--- config.mk ---
export PLATFORM = sky130hd
export DESIGN_NAME = bully_leader_election_node_top
export DESIGN_NICKNAME = d
export VERILOG_FILES = /design/src/rtl/core/bully_pkg.sv /design/src/rtl/core/bully_cfg.sv /design/src/rtl/core/bully_front.sv /design/src/rtl/core/bully_fifo.sv /design/src/rtl/core/bully_back.sv /design/src/rtl/core/bully_leader_election_node_top.sv
export SDC_FILE = /design/constraint.sdc
export NUM_CORES = 1
export LEC_CHECK = 0
export BUFFER_PORTS_ARGS = -buffer_cell sky130_fd_sc_hd__buf_2
export CORE_MARGIN = 5
export CORE_UTILIZATION = 45
export CTS_CLUSTER_DIAMETER = 40
export DETAILED_ROUTE_END_ITERATION = 6
export PLACE_DENSITY = 0.67
export REMOVE_ABC_BUFFERS = 1
export SYNTH_ARGS = -nofsm -noshare
export SYNTH_HDL_FRONTEND = slang
export SYNTH_SLANG_ARGS = --single-unit
--- constraint.sdc ---
create_clock -name clk_i -period 4.1 [get_ports clk_i]
set_clock_uncertainty 0.2 [all_clocks]
set_input_delay 0.82 -clock clk_i [delete_from_list [all_inputs] [get_ports clk_i]]
set_output_delay 0.82 -clock clk_i [all_outputs]
set_load 0.01 [all_outputs]
--- src/rtl/core/bully_pkg.sv ---
// Package with the types, codes and sizes shared by the bully election node.
`default_nettype none
package bully_pkg;

  localparam int MaxNodes   = 16;
  localparam int TimerBits  = 16;
  localparam int RankW      = 4;
  localparam int CntW       = 5;
  localparam int IdW        = 5;
  localparam int WaitW      = 16;
  localparam int CmpW       = (TimerBits > WaitW) ? TimerBits : WaitW;
  localparam int QueueDepth = 2;
  localparam int QPtrW      = (QueueDepth > 1) ? $clog2(QueueDepth) : 1;
  localparam int QCntW      = $clog2(QueueDepth + 1);
  localparam int CntLimitI  = (MaxNodes < 16) ? MaxNodes : 16;

  localparam logic [CntW-1:0]      CntLimit = CntW'(CntLimitI);
  localparam logic [TimerBits-1:0] TimerMax = {TimerBits{1'b1}};

  typedef enum logic [2:0] {
    CMD_TICK    = 3'd0,
    CMD_MSG     = 3'd1,
    CMD_ELECT   = 3'd2,
    CMD_OFFLINE = 3'd3,
    CMD_ONLINE  = 3'd4
  } cmd_e;

  typedef enum logic [1:0] {
    K_ELECTION = 2'd0,
    K_OK       = 2'd1,
    K_COORD    = 2'd2,
    K_NONE     = 2'd3
  } kind_e;

  typedef enum logic [1:0] {
    ST_IDLE       = 2'd0,
    ST_WAIT_OK    = 2'd1,
    ST_WAIT_COORD = 2'd2,
    ST_LEADER     = 2'd3
  } nstate_e;

  typedef enum logic [1:0] {
    REG_MY_RANK    = 2'd0,
    REG_NODE_COUNT = 2'd1,
    REG_OK_WAIT    = 2'd2,
    REG_COORD_WAIT = 2'd3
  } reg_e;

  typedef struct packed {
    logic [RankW-1:0] my_rank;
    logic [CntW-1:0]  node_count;
    logic [WaitW-1:0] ok_wait;
    logic [WaitW-1:0] coord_wait;
  } cfg_t;

  typedef struct packed {
    logic             ok_vld;
    logic [RankW-1:0] ok_dest;
    kind_e            run_kind;
    logic [CntW-1:0]  run_cnt;
    logic [CntW-1:0]  run_first;
    logic [RankW-1:0] skip;
    logic [IdW-1:0]   leader;
    nstate_e          state;
    logic             offline;
  } job_t;

endpackage
`default_nettype wire

--- src/rtl/core/bully_cfg.sv ---
// Configuration registers behind the APB-style port.
`default_nettype none
module bully_cfg import bully_pkg::*; (
  input  logic        clk_i,
  input  logic        rst_ni,
  input  logic        psel,
  input  logic        penable,
  input  logic        pwrite,
  input  logic [3:0]  paddr,
  input  logic [31:0] pwdata,
  output logic [31:0] prdata,
  output logic        pready,
  output cfg_t        cfg_o
);

  cfg_t  cfg_q, cfg_d;
  logic  wr_en;
  reg_e  widx;

  assign pready = 1'b1;
  assign wr_en  = psel && penable && pwrite;
  assign widx   = reg_e'(paddr[3:2]);
  assign cfg_o  = cfg_q;

  always_comb begin
    cfg_d = cfg_q;
    if (wr_en) begin
      case (widx)
        REG_MY_RANK:    cfg_d.my_rank    = pwdata[RankW-1:0];
        REG_NODE_COUNT: cfg_d.node_count = pwdata[CntW-1:0];
        REG_OK_WAIT:    cfg_d.ok_wait    = pwdata[WaitW-1:0];
        REG_COORD_WAIT: cfg_d.coord_wait = pwdata[WaitW-1:0];
        default: cfg_d = cfg_q;
      endcase
    end
  end

  always_comb begin
    case (widx)
      REG_MY_RANK:    prdata = 32'(cfg_q.my_rank);
      REG_NODE_COUNT: prdata = 32'(cfg_q.node_count);
      REG_OK_WAIT:    prdata = 32'(cfg_q.ok_wait);
      REG_COORD_WAIT: prdata = 32'(cfg_q.coord_wait);
      default:        prdata = '0;
    endcase
  end

  always_ff @(posedge clk_i or negedge rst_ni) begin
    if (!rst_ni) begin
      cfg_q.my_rank    <= '0;
      cfg_q.node_count <= CntW'(16);
      cfg_q.ok_wait    <= WaitW'(100);
      cfg_q.coord_wait <= WaitW'(200);
    end else begin
      cfg_q <= cfg_d;
    end
  end

endmodule
`default_nettype wire

--- src/rtl/core/bully_front.sv ---
// Front part: takes each input request, updates the election state and issues a send job.
`default_nettype none
module bully_front import bully_pkg::*; (
  input  logic             clk_i,
  input  logic             rst_ni,
  input  cfg_t             cfg_i,
  input  logic             in_vld_i,
  output logic             in_rdy_o,
  input  logic [2:0]       cmd_i,
  input  logic [1:0]       kind_i,
  input  logic [RankW-1:0] src_i,
  input  logic [IdW-1:0]   ann_i,
  input  logic             full_i,
  output logic             push_o,
  output job_t             job_o
);

  nstate_e              state_q, state_d;
  logic                 off_q, off_d;
  logic                 ok_seen_q, ok_seen_d;
  logic [TimerBits-1:0] timer_q, timer_d;
  logic [IdW-1:0]       leader_q, leader_d;

  logic [CntW-1:0]      cnt;
  logic [IdW-1:0]       id_self;
  logic [TimerBits-1:0] tinc;
  logic                 tmo_ok, tmo_coord, higher, self_in;
  logic                 start, ann;
  logic                 acc;

  assign in_rdy_o  = !full_i;
  assign acc       = in_vld_i && !full_i;
  assign push_o    = acc;
  assign cnt       = (cfg_i.node_count > CntLimit) ? CntLimit : cfg_i.node_count;
  assign id_self   = {1'b0, cfg_i.my_rank} + IdW'(1);
  assign tinc      = (timer_q == TimerMax) ? timer_q : timer_q + TimerBits'(1);
  assign tmo_ok    = CmpW'(tinc) >= CmpW'(cfg_i.ok_wait);
  assign tmo_coord = CmpW'(tinc) >= CmpW'(cfg_i.coord_wait);
  assign higher    = CntW'(id_self) < cnt;
  assign self_in   = {1'b0, cfg_i.my_rank} < cnt;

  always_comb begin
    state_d   = state_q;
    off_d     = off_q;
    ok_seen_d = ok_seen_q;
    timer_d   = timer_q;
    leader_d  = leader_q;
    start     = 1'b0;
    ann       = 1'b0;
    job_o.ok_vld    = 1'b0;
    job_o.ok_dest   = src_i;
    job_o.run_kind  = K_NONE;
    job_o.run_cnt   = '0;
    job_o.run_first = '0;
    job_o.skip      = cfg_i.my_rank;

    case (cmd_e'(cmd_i))
      CMD_TICK: begin
        if (!off_q) begin
          timer_d = tinc;
          if (state_q == ST_WAIT_OK && !ok_seen_q && tmo_ok) begin
            ann = 1'b1;
          end else if (state_q == ST_WAIT_COORD && tmo_coord) begin
            start = 1'b1;
          end
        end
      end
      CMD_MSG: begin
        if (!off_q) begin
          case (kind_e'(kind_i))
            K_ELECTION: begin
              job_o.ok_vld = 1'b1;
              if (state_q == ST_IDLE) start = 1'b1;
            end
            K_OK: begin
              ok_seen_d = 1'b1;
              if (state_q == ST_WAIT_OK) begin
                state_d = ST_WAIT_COORD;
                timer_d = '0;
              end
            end
            K_COORD: begin
              leader_d = ann_i;
              state_d  = (ann_i == id_self) ? ST_LEADER : ST_IDLE;
            end
            default: begin
            end
          endcase
        end
      end
      CMD_ELECT: begin
        if (!off_q) start = 1'b1;
      end
      CMD_OFFLINE: begin
        off_d   = 1'b1;
        state_d = ST_IDLE;
      end
      CMD_ONLINE: begin
        if (off_q) begin
          off_d = 1'b0;
          start = 1'b1;
        end
      end
      default: begin
      end
    endcase

    if (start) begin
      ok_seen_d = 1'b0;
      timer_d   = '0;
      if (higher) begin
        state_d         = ST_WAIT_OK;
        job_o.run_kind  = K_ELECTION;
        job_o.run_cnt   = cnt - CntW'(id_self);
        job_o.run_first = CntW'(id_self);
      end else begin
        ann = 1'b1;
      end
    end

    if (ann) begin
      leader_d        = id_self;
      state_d         = ST_LEADER;
      job_o.run_kind  = K_COORD;
      job_o.run_cnt   = cnt - CntW'(self_in);
      job_o.run_first = (cfg_i.my_rank == '0) ? CntW'(1) : '0;
    end

    job_o.leader  = leader_d;
    job_o.state   = state_d;
    job_o.offline = off_d;
  end

  always_ff @(posedge clk_i or negedge rst_ni) begin
    if (!rst_ni) begin
      state_q   <= ST_IDLE;
      off_q     <= 1'b0;
      ok_seen_q <= 1'b0;
      timer_q   <= '0;
      leader_q  <= '0;
    end else if (acc) begin
      state_q   <= state_d;
      off_q     <= off_d;
      ok_seen_q <= ok_seen_d;
      timer_q   <= timer_d;
      leader_q  <= leader_d;
    end
  end

endmodule
`default_nettype wire

--- src/rtl/core/bully_fifo.sv ---
// Short job queue between the front and the back part.
`default_nettype none
module bully_fifo import bully_pkg::*; (
  input  logic clk_i,
  input  logic rst_ni,
  input  logic push_i,
  input  job_t data_i,
  output logic full_o,
  input  logic pop_i,
  output logic vld_o,
  output job_t data_o
);

  job_t             mem_q [QueueDepth];
  logic [QPtrW-1:0] wr_q, wr_d, rd_q, rd_d;
  logic [QCntW-1:0] cnt_q, cnt_d;
  logic             do_push, do_pop;

  assign full_o  = cnt_q == QCntW'(QueueDepth);
  assign vld_o   = cnt_q != '0;
  assign data_o  = mem_q[rd_q];
  assign do_push = push_i && !full_o;
  assign do_pop  = pop_i && vld_o;

  always_comb begin
    wr_d  = wr_q;
    rd_d  = rd_q;
    cnt_d = cnt_q;
    if (do_push) begin
      wr_d = (wr_q == QPtrW'(QueueDepth - 1)) ? '0 : wr_q + QPtrW'(1);
    end
    if (do_pop) begin
      rd_d = (rd_q == QPtrW'(QueueDepth - 1)) ? '0 : rd_q + QPtrW'(1);
    end
    if (do_push && !do_pop) begin
      cnt_d = cnt_q + QCntW'(1);
    end else if (do_pop && !do_push) begin
      cnt_d = cnt_q - QCntW'(1);
    end
  end

  always_ff @(posedge clk_i) begin
    if (do_push) mem_q[wr_q] <= data_i;
  end

  always_ff @(posedge clk_i or negedge rst_ni) begin
    if (!rst_ni) begin
      wr_q  <= '0;
      rd_q  <= '0;
      cnt_q <= '0;
    end else begin
      wr_q  <= wr_d;
      rd_q  <= rd_d;
      cnt_q <= cnt_d;
    end
  end

  a_cnt_bound: assert property (@(posedge clk_i) disable iff (!rst_ni)
    cnt_q <= QCntW'(QueueDepth))
    else $error("job queue count exceeds its depth");

  a_cnt_grow: assert property (@(posedge clk_i) disable iff (!rst_ni)
    (push_i && !pop_i && !full_o) |=> cnt_q == $past(cnt_q) + QCntW'(1))
    else $error("job queue count did not grow on a lone push");

endmodule
`default_nettype wire

--- src/rtl/core/bully_back.sv ---
// Back part: expands each send job into result items, one per cycle unless the output stalls.
`default_nettype none
module bully_back import bully_pkg::*; (
  input  logic        clk_i,
  input  logic        rst_ni,
  input  logic        q_vld_i,
  input  job_t        q_data_i,
  output logic        pop_o,
  output logic        m_tvalid,
  input  logic        m_tready,
  output logic [15:0] m_tdata,
  output logic [1:0]  m_tuser,
  output logic        m_tlast
);

  job_t             job_q, job_d;
  logic             act_q, act_d;
  logic             okp_q, okp_d;
  logic [CntW-1:0]  rem_q, rem_d;
  logic [CntW-1:0]  idx_q, idx_d;
  logic [CntW-1:0]  idx_inc, idx_nxt;

  logic             ovld_q, ovld_d;
  kind_e            okind_q, okind_d;
  logic [RankW-1:0] odest_q, odest_d;
  logic             olast_q, olast_d;
  logic [IdW-1:0]   olead_q;
  nstate_e          ostate_q;
  logic             ooff_q;

  logic             advance, emit;

  assign advance = !ovld_q || m_tready;
  assign emit    = act_q && advance;
  assign pop_o   = !act_q && q_vld_i;
  assign idx_inc = idx_q + CntW'(1);
  assign idx_nxt = (idx_inc == {1'b0, job_q.skip}) ? idx_q + CntW'(2) : idx_inc;

  always_comb begin
    job_d   = job_q;
    act_d   = act_q;
    okp_d   = okp_q;
    rem_d   = rem_q;
    idx_d   = idx_q;
    ovld_d  = ovld_q && !m_tready;
    okind_d = okind_q;
    odest_d = odest_q;
    olast_d = olast_q;
    if (pop_o) begin
      job_d = q_data_i;
      act_d = 1'b1;
      okp_d = q_data_i.ok_vld;
      rem_d = q_data_i.run_cnt;
      idx_d = q_data_i.run_first;
    end else if (emit) begin
      ovld_d = 1'b1;
      if (okp_q) begin
        okind_d = K_OK;
        odest_d = job_q.ok_dest;
        olast_d = rem_q == '0;
        okp_d   = 1'b0;
        act_d   = rem_q != '0;
      end else if (rem_q != '0) begin
        okind_d = job_q.run_kind;
        odest_d = idx_q[RankW-1:0];
        olast_d = rem_q == CntW'(1);
        rem_d   = rem_q - CntW'(1);
        idx_d   = idx_nxt;
        act_d   = rem_q != CntW'(1);
      end else begin
        okind_d = K_NONE;
        odest_d = '0;
        olast_d = 1'b1;
        act_d   = 1'b0;
      end
    end
  end

  always_ff @(posedge clk_i) begin
    job_q   <= job_d;
    okp_q   <= okp_d;
    rem_q   <= rem_d;
    idx_q   <= idx_d;
    okind_q <= okind_d;
    odest_q <= odest_d;
    olast_q <= olast_d;
    if (emit) begin
      olead_q  <= job_q.leader;
      ostate_q <= job_q.state;
      ooff_q   <= job_q.offline;
    end
  end

  always_ff @(posedge clk_i or negedge rst_ni) begin
    if (!rst_ni) begin
      act_q  <= 1'b0;
      ovld_q <= 1'b0;
    end else begin
      act_q  <= act_d;
      ovld_q <= ovld_d;
    end
  end

  assign m_tvalid = ovld_q;
  assign m_tuser  = okind_q;
  assign m_tlast  = olast_q;
  assign m_tdata  = {4'b0000, ooff_q, ostate_q, olead_q, odest_q};

  a_last_ends: assert property (@(posedge clk_i) disable iff (!rst_ni)
    (emit && olast_d) |=> !act_q)
    else $error("job still active after its final result");

  a_idx_legal: assert property (@(posedge clk_i) disable iff (!rst_ni)
    (act_q && !okp_q && rem_q != '0) |->
      (idx_q != {1'b0, job_q.skip}) && (idx_q[CntW-1] == 1'b0))
    else $error("destination index hits own rank or leaves the rank range");

endmodule
`default_nettype wire

--- src/rtl/core/bully_leader_election_node_top.sv ---
// Top level of one bully leader election node: config port, front part, job queue, back part.
// An input request's first result passes the job queue, the back part's job register and
// the output register. An input causing k results (1 to 16) occupies the sender for a load
// step, then a result per cycle unless m_tready stalls; the queue holds two pending inputs.
// Input requests are taken one per cycle while the job queue has room.
// Reset clears the election state, the queue and the output, and loads the registers
// with rank 0, 16 nodes, 100 and 200 ticks; no clearing pass is needed.
`default_nettype none
module bully_leader_election_node_top import bully_pkg::*; (
  input  logic        clk_i,
  input  logic        rst_ni,
  input  logic        s_tvalid,
  output logic        s_tready,
  input  logic [15:0] s_tdata,   // source_rank [3:0], announced_id [8:4], zeros above
  input  logic [4:0]  s_tuser,   // cmd [2:0], msg_kind [4:3]
  output logic        m_tvalid,
  input  logic        m_tready,
  output logic [15:0] m_tdata,   // dest_rank, leader_id, node_state, is_offline, zeros
  output logic [1:0]  m_tuser,   // send_kind [1:0]
  output logic        m_tlast,
  input  logic        psel,
  input  logic        penable,
  input  logic        pwrite,
  input  logic [3:0]  paddr,
  input  logic [31:0] pwdata,
  output logic [31:0] prdata,
  output logic        pready
);

  cfg_t cfg;
  job_t job_in, job_out;
  logic push, full, pop, q_vld;

  bully_cfg u_cfg (
    .clk_i   (clk_i),
    .rst_ni  (rst_ni),
    .psel    (psel),
    .penable (penable),
    .pwrite  (pwrite),
    .paddr   (paddr),
    .pwdata  (pwdata),
    .prdata  (prdata),
    .pready  (pready),
    .cfg_o   (cfg)
  );

  bully_front u_front (
    .clk_i    (clk_i),
    .rst_ni   (rst_ni),
    .cfg_i    (cfg),
    .in_vld_i (s_tvalid),
    .in_rdy_o (s_tready),
    .cmd_i    (s_tuser[2:0]),
    .kind_i   (s_tuser[4:3]),
    .src_i    (s_tdata[3:0]),
    .ann_i    (s_tdata[8:4]),
    .full_i   (full),
    .push_o   (push),
    .job_o    (job_in)
  );

  bully_fifo u_fifo (
    .clk_i  (clk_i),
    .rst_ni (rst_ni),
    .push_i (push),
    .data_i (job_in),
    .full_o (full),
    .pop_i  (pop),
    .vld_o  (q_vld),
    .data_o (job_out)
  );

  bully_back u_back (
    .clk_i    (clk_i),
    .rst_ni   (rst_ni),
    .q_vld_i  (q_vld),
    .q_data_i (job_out),
    .pop_o    (pop),
    .m_tvalid (m_tvalid),
    .m_tready (m_tready),
    .m_tdata  (m_tdata),
    .m_tuser  (m_tuser),
    .m_tlast  (m_tlast)
  );

endmodule
`default_nettype wire
After elaboration in Yosys (flattened, before gate mapping)

Memory sizes are Yosys's and may differ from the RTL's.
Index checks and enable logic that the tools add are counted.

Register bits: 116
RAM bits: 58
Input bits: 64
Output and inout bits: 54
Word-level logic and storage cells: 191
Memories: 1

Add/subtract/negate cells: 11
$lt $le $gt $ge: 5
Eq/ne operators: 23
Mux-type cells: 75
Bitwise logic cells: 2
Reductions and logical operators: 44

Memories:

| name         | words | width | rd ports | clocked after Yosys merged registers in | wr ports | line             | text |
|---|---|---|---|---|---|---|---|
| u_fifo.mem_q | 2     | 29    | 1        | 0                                       | 1        | bully_fifo.sv:14 | `job_t mem_q [QueueDepth];` |

Operators by type and width:

| operator                | number |
|---|---|
| $pmux W32 S4            | 1 |
| $mux W16                | 6 |
| $mux W5                 | 14 |
| $mux W12                | 3 |
| $mux W1                 | 35 |
| $ge A16 B16 Y1          | 2 |
| $pmux W16 S2            | 1 |
| $mux W2                 | 9 |
| $add A16 B1 Y16 const B | 1 |
| $eq A16 B16 Y1 const B  | 1 |
| $logic_and A1 B1 Y1     | 13 |
| $reduce_bool A2 Y1      | 6 |
| $eq A2 B2 Y1 const B    | 5 |
| $reduce_and A2 Y1       | 5 |
| $mux W4                 | 2 |
| $pmux W2 S2             | 2 |
| $logic_not A1 Y1        | 7 |
| $eq A2 B1 Y1 const B    | 3 |
| $eq A3 B2 Y1 const B    | 2 |
| $logic_not A2 Y1        | 3 |
| $ne A3 B1 Y1 const B    | 2 |
| $ne A3 B3 Y1 const B    | 2 |
| $reduce_and A6 Y1       | 1 |
| $add A4 B1 Y5 const B   | 1 |
| other kinds (30)        | 33 |

Logic depth before layout (Yosys ltp)

Depth after elaboration: 10
Mapped depth: 16
Depth with buffers taken out: 14

Cells and area by module

From an unflattened synthesis, not the netlist that was laid out.

Cell total of the unflattened synthesis: 838
Area total of the unflattened synthesis: 9811.9 µm²

By module, submodules not included:

| module      | times used | cells each | area an instance (µm²) | sequential area each (µm²) |
|---|---|---|---|---|
| bully_front | 1          | 445        | 3410.8                 | 625.6 |
| bully_fifo  | 1          | 109        | 2309.7                 | 1841.8 |
| bully_cfg   | 1          | 143        | 2078.2                 | 1034.7 |
| bully_back  | 1          | 141        | 2013.2                 | 1371.3 |

Worst setup path before layout

Ideal clock, no wire load.

Path kind: reg2reg
From: register u_front.timer_q[4]
To: memory u_fifo.mem_q[0][20] (netlist name), data pin
Library setup time: 0.274 ns
Arrival time: 3.559 ns
Required time: 3.626 ns
Setup slack: 0.068 ns
Stages on the path, launching flop included: 16
Path buffers: 2
Clock period less this slack: 4.032 ns
Cell sequence: dfrtp_1 buf_2 nand3_1 or2_1 nor4_2 nor2_1 nand3_1 xnor2_1 ha_1 a21oi_1 o21ai_0 a221oi_1 a31oi_4 a221oi_4 buf_4 o32ai_1

RTL lines:

| element                | line               | text |
|---|---|---|
| start, declared        | bully_front.sv:21  | `logic [TimerBits-1:0] timer_q, timer_d;` |
| start signal, assigned | bully_front.sv:145 | `timer_q <= timer_d;` |
| end, declared          | bully_fifo.sv:14   |  |

Worst setup path after layout

From: register u_front.timer_q[6]
To: register u_front.timer_q[2]

Word-level cells in the longest chain between the ends: 10
Elaborated cells on any way between the ends: 20
Those cells by class: 1 x add/sub; 2 x order compare; 5 x eq/ne; 8 x mux; 4 x reduce/logical

Ends and longest elaborated chain:

| element                                               | line              | text |
|---|---|---|
| $add A16 B1 Y16 or $eq A16 B16 Y1 (tied branches)     | bully_front.sv:36 | `assign tinc = (timer_q == TimerMax) ? timer_q : timer_q + TimerBits'(1);` |
| $mux W16 (*)                                          | bully_front.sv:36 |  |
| $ge A16 B16 Y1                                        | bully_front.sv:38 | `assign tmo_coord = CmpW'(tinc) >= CmpW'(cfg_i.coord_wait);` |
| $logic_and A1 B1 Y1                                   | bully_front.sv:63 | `end else if (state_q == ST_WAIT_COORD && tmo_coord) begin` |
| $mux W1                                               | bully_front.sv:63 |  |
| $mux W1                                               | bully_front.sv:61 | `if (state_q == ST_WAIT_OK && !ok_seen_q && tmo_ok) begin` |
| $mux W1                                               | bully_front.sv:59 | `if (!off_q) begin` |
| $pmux W1 S4                                           | bully_front.sv:57 | `case (cmd_e'(cmd_i))` |
| $ne A3 B3 Y1 (no source line) (tied with other cells) | -                 |  |
| $reduce_and A6 Y1 (no source line)                    | -                 |  |

Mark *: on every way between the ends. The rest lies on a longest branch, timed or not. The select of a mux whose other input is x is not followed.
A chain may end at the register's enable or synchronous reset.

==> run metrics <==
clock buffer depth 2; GR Util All Layers between 10% and 20%; first-pass GRT wire length 33.5 mm; H-tree Lvls 4; synthesized flop and latch total approximately 170; Post-synth ARST share 41.4%; half-perimeter wire length after placement 14.5 mm; TritonCTS clock tree done; sequential-to-total area share from yosys stat 51.5%; leak pwr 0.00496 uW; distinct cell type count after synthesis just over 70; die width between 150 and 200 um; critical path endpoint u_front.timer_q[2]; Logic pwr share a little under a third; total core area about 21000 um^2; Initial Util 45.3%; pre-CTS setup slack -221 ps; CP Capture Type flop; DR DRC count 0; Util after Layout between 50% and 60%; fraction of layout cells with a size suffix above 1 a little under a third; Switch Pwr 2030 uW; sw frac approximately a third; GP Congestion 0.825; HP Class flop to flop; CTS Buf Count 17; worst slew pin tran about 800 ps; 1st-pass router iterations 5; largest net degree at the start of global routing 44; FF-to-FF setup slack about 140 ps; Post-Syn Instances approximately 810; Mean Syn Cell Area 11.7 um^2; worst-skew pair later-pin latency around 440 ps; r2r startpoint u_front.timer_q[6]; maximum fanout along the worst path 10; YS warnings 0; commonest non-fill, non-tap cells in the layout 102 x edfxtp_1, 81 x buf_4, 71 x buf_2; hold slack 221 ps; reg2reg end u_front.timer_q[2]; depth of the worst register-to-register path 17; io pins about 120; fin. max-slew vios 0; port bufs 71; number of global-route vias before repair a little under 7000; post-synthesis cell area between 9000 and 10000 um^2; Die ar. roughly 24000 um^2; drt total wl between 20 and 25 mm; pwr/cell area between 500 and 600 nW/um^2; Setup WS post-layout approximately 140 ps; Crit Path Class flop to flop; ys flop type edfxtp_1; final setup vio count 0; startpoint types flop; CP arrival between 4000 and 5000 ps; EDFF count, synth ~100; start point of the critical path u_front.timer_q[6]; CTS sink count 174; Worst-path clk slew ~70 ps; post-route ant nets 0; Achievable Freq about 250 MHz; max-cap check violation count 0; Layout Nets 1069; ant diodes 0; Slew HR between 40 and 50%; Via density 5.20; clock share of power about a quarter; CP Data Required Time ~4200 ps; VDD IR max around 0.00039 V; Layout Area Growth over Synthesis 19.8%; CTS root buf clkbuf_16; detailed router's first-iteration violation count around 290; Final period util slightly below 100%; num rows 53; GRT Residual Overflow 0; status complete, no violations; sequential power share about 43%; Final Hold Viols 0; initial antenna violation count 1; WL per Instance around 16 um; commonest non-fill, non-tap cell in the layout edfxtp_1; Final min period between 3000 and 4000 ps; internal cell power slightly above 4000 uW; DR vias between 6000 and 7000; die height 155 um
-- power groups by stage --
stage / registers (uW) / clock network (uW) / logic [uW]
after detailed placement: 2730 / 0 / 1840
after global routing: 2740 / 1760 / 2090
after CTS: 2690 / 1680 / 1870
after global placement: 2710 / 0 / 1790
final: 2690 / 1640 / 1860
after floorplan: 2660 / 0 / 1240
-- final cells by class --
cell class,count,area (um^2)
tap,275,344
sequential,174,4870
multi-input combinational,544,4280
fill,1752,9550
inverter,57,214
timing repair buffer,156,1030
clock buffer,18,429
clock inverter,14,170
-- layer usage --
layer  share of wire, %  vias to the layer above  track usage [%]
met2                 52                      117             30.5
met4                1.6                        2             6.64
met1                 43                     3134             21.6
li1                   -                     3158                -
met3                3.8                       24             2.87
met5              0.060                        -                0
-- cell families after synthesis --
logic type	after synthesis	synth area share, %
AOI/OAI and AO/OA	130	10.0
xor gates and xnor gates	35	3.24
muxes	97	11.6
DFF	174	51.5
buffers and inverters	106	5.24
other	2	0.0794
and+or+nand+nor	206	10.9
adders and majority gates	55	7.36
-- cells in the mapped netlist (all sizes together) (4+ instances only) --
| cell type | instances | share of area [%] |
|---|---|---|
| nand3 | 27 | 1.4 |
| or3 | 4 | 0.32 |
| o21ai | 26 | 1.4 |
| buf | 30 | 2.2 |
| xnor2 | 19 | 1.8 |
| xor2 | 16 | 1.5 |
| a211oi | 6 | 0.48 |
| mux2i | 33 | 3.5 |
| dfrtp | 65 | 17 |
| dfstp | 7 | 1.9 |
| inv | 56 | 2.2 |
| nand2b | 4 | 0.26 |
| nor3b | 4 | 0.32 |
| nor2 | 43 | 1.7 |
| a21oi | 38 | 2.1 |
| nand2 | 57 | 2.3 |
| clkbuf | 19 | 0.75 |
| a31oi | 7 | 0.78 |
| nor3 | 15 | 0.85 |
| mux4 | 4 | 0.95 |
| edfxtp | 102 | 32 |
| mux2 | 60 | 7.2 |
| a22o | 11 | 1.0 |
| o22a | 5 | 0.46 |
| a21o | 4 | 0.32 |
| nand4 | 6 | 0.40 |
| nor2b | 22 | 1.5 |
| o21a | 9 | 0.71 |
| and3 | 8 | 0.53 |
| ha | 54 | 7.1 |
-- worst min path at each step --
stage	from	to	slack (ps)	depth (start not counted)
floorplan	u_back.job_q[3]	u_back.olead_q[0]	200	0
global placement	u_back.job_q[3]	u_back.olead_q[0]	200	0
detailed placement	u_back.job_q[0]	u_back.ooff_q	210	0
CTS	u_back.job_q[0]	u_back.ooff_q	220	0
global route	u_back.job_q[5]	u_back.olead_q[2]	230	0
finish	u_back.job_q[0]	u_back.ooff_q	220	0
-- through the flow --
stage | instances | setup TNS [ps] | cell area, um^2 | total power (uW)
5_1_grt | 1238 | -42.6 | 11300 | 6600
3_5_place_dp | 1200 | -4950 | 10600 | 4570
6_report | 1238 | 0 | 11300 | 6190
2_1_floorplan | 775 | -138 | 9250 | 3900
3_3_place_gp | 1200 | -2940 | 10600 | 4500
4_1_cts | 1236 | 0 | 11200 | 6240
-- worst max-delay path, stage by stage (launching register included) --
cell	delay, ps
dfrtp_1	360
nand3_1	110
or2_4	310
nor4_4	280
buf_4	190
nor2_1	70
xor2_1	180
ha_1	300
nand2_1	70
or3_4	390
a2111o_1	350
buf_4	160
a31oi_4	180
nor2b_1	100
buf_4	170
buf_4	180
a21oi_1	190
a21oi_1	60
-- flip-flops by register name, summed over array words and instances (netlist names), 4 cells and up --
| register | flops |
|---|---|
| u_back.idx_q | 5 |
| u_back.job_q | 18 |
| u_front.timer_q | 16 |
| u_back.rem_q | 5 |
| u_cfg.cfg_o | 41 |
| u_fifo.mem_q | 58 |
| u_back.olead_q | 5 |
| u_back.odest_q | 4 |
| u_front.leader_q | 5 |
-- what timing repair did --
action,4_1_cts,5_1_grt
hold buffers,0,0
gates resized for setup,8,15
pin swaps,6,7
buffers inserted,4,2
setup endpoints to repair,49,58
endpoints found under the hold margin,0,0
Note: power is estimated with default switching activity, not from simulation.
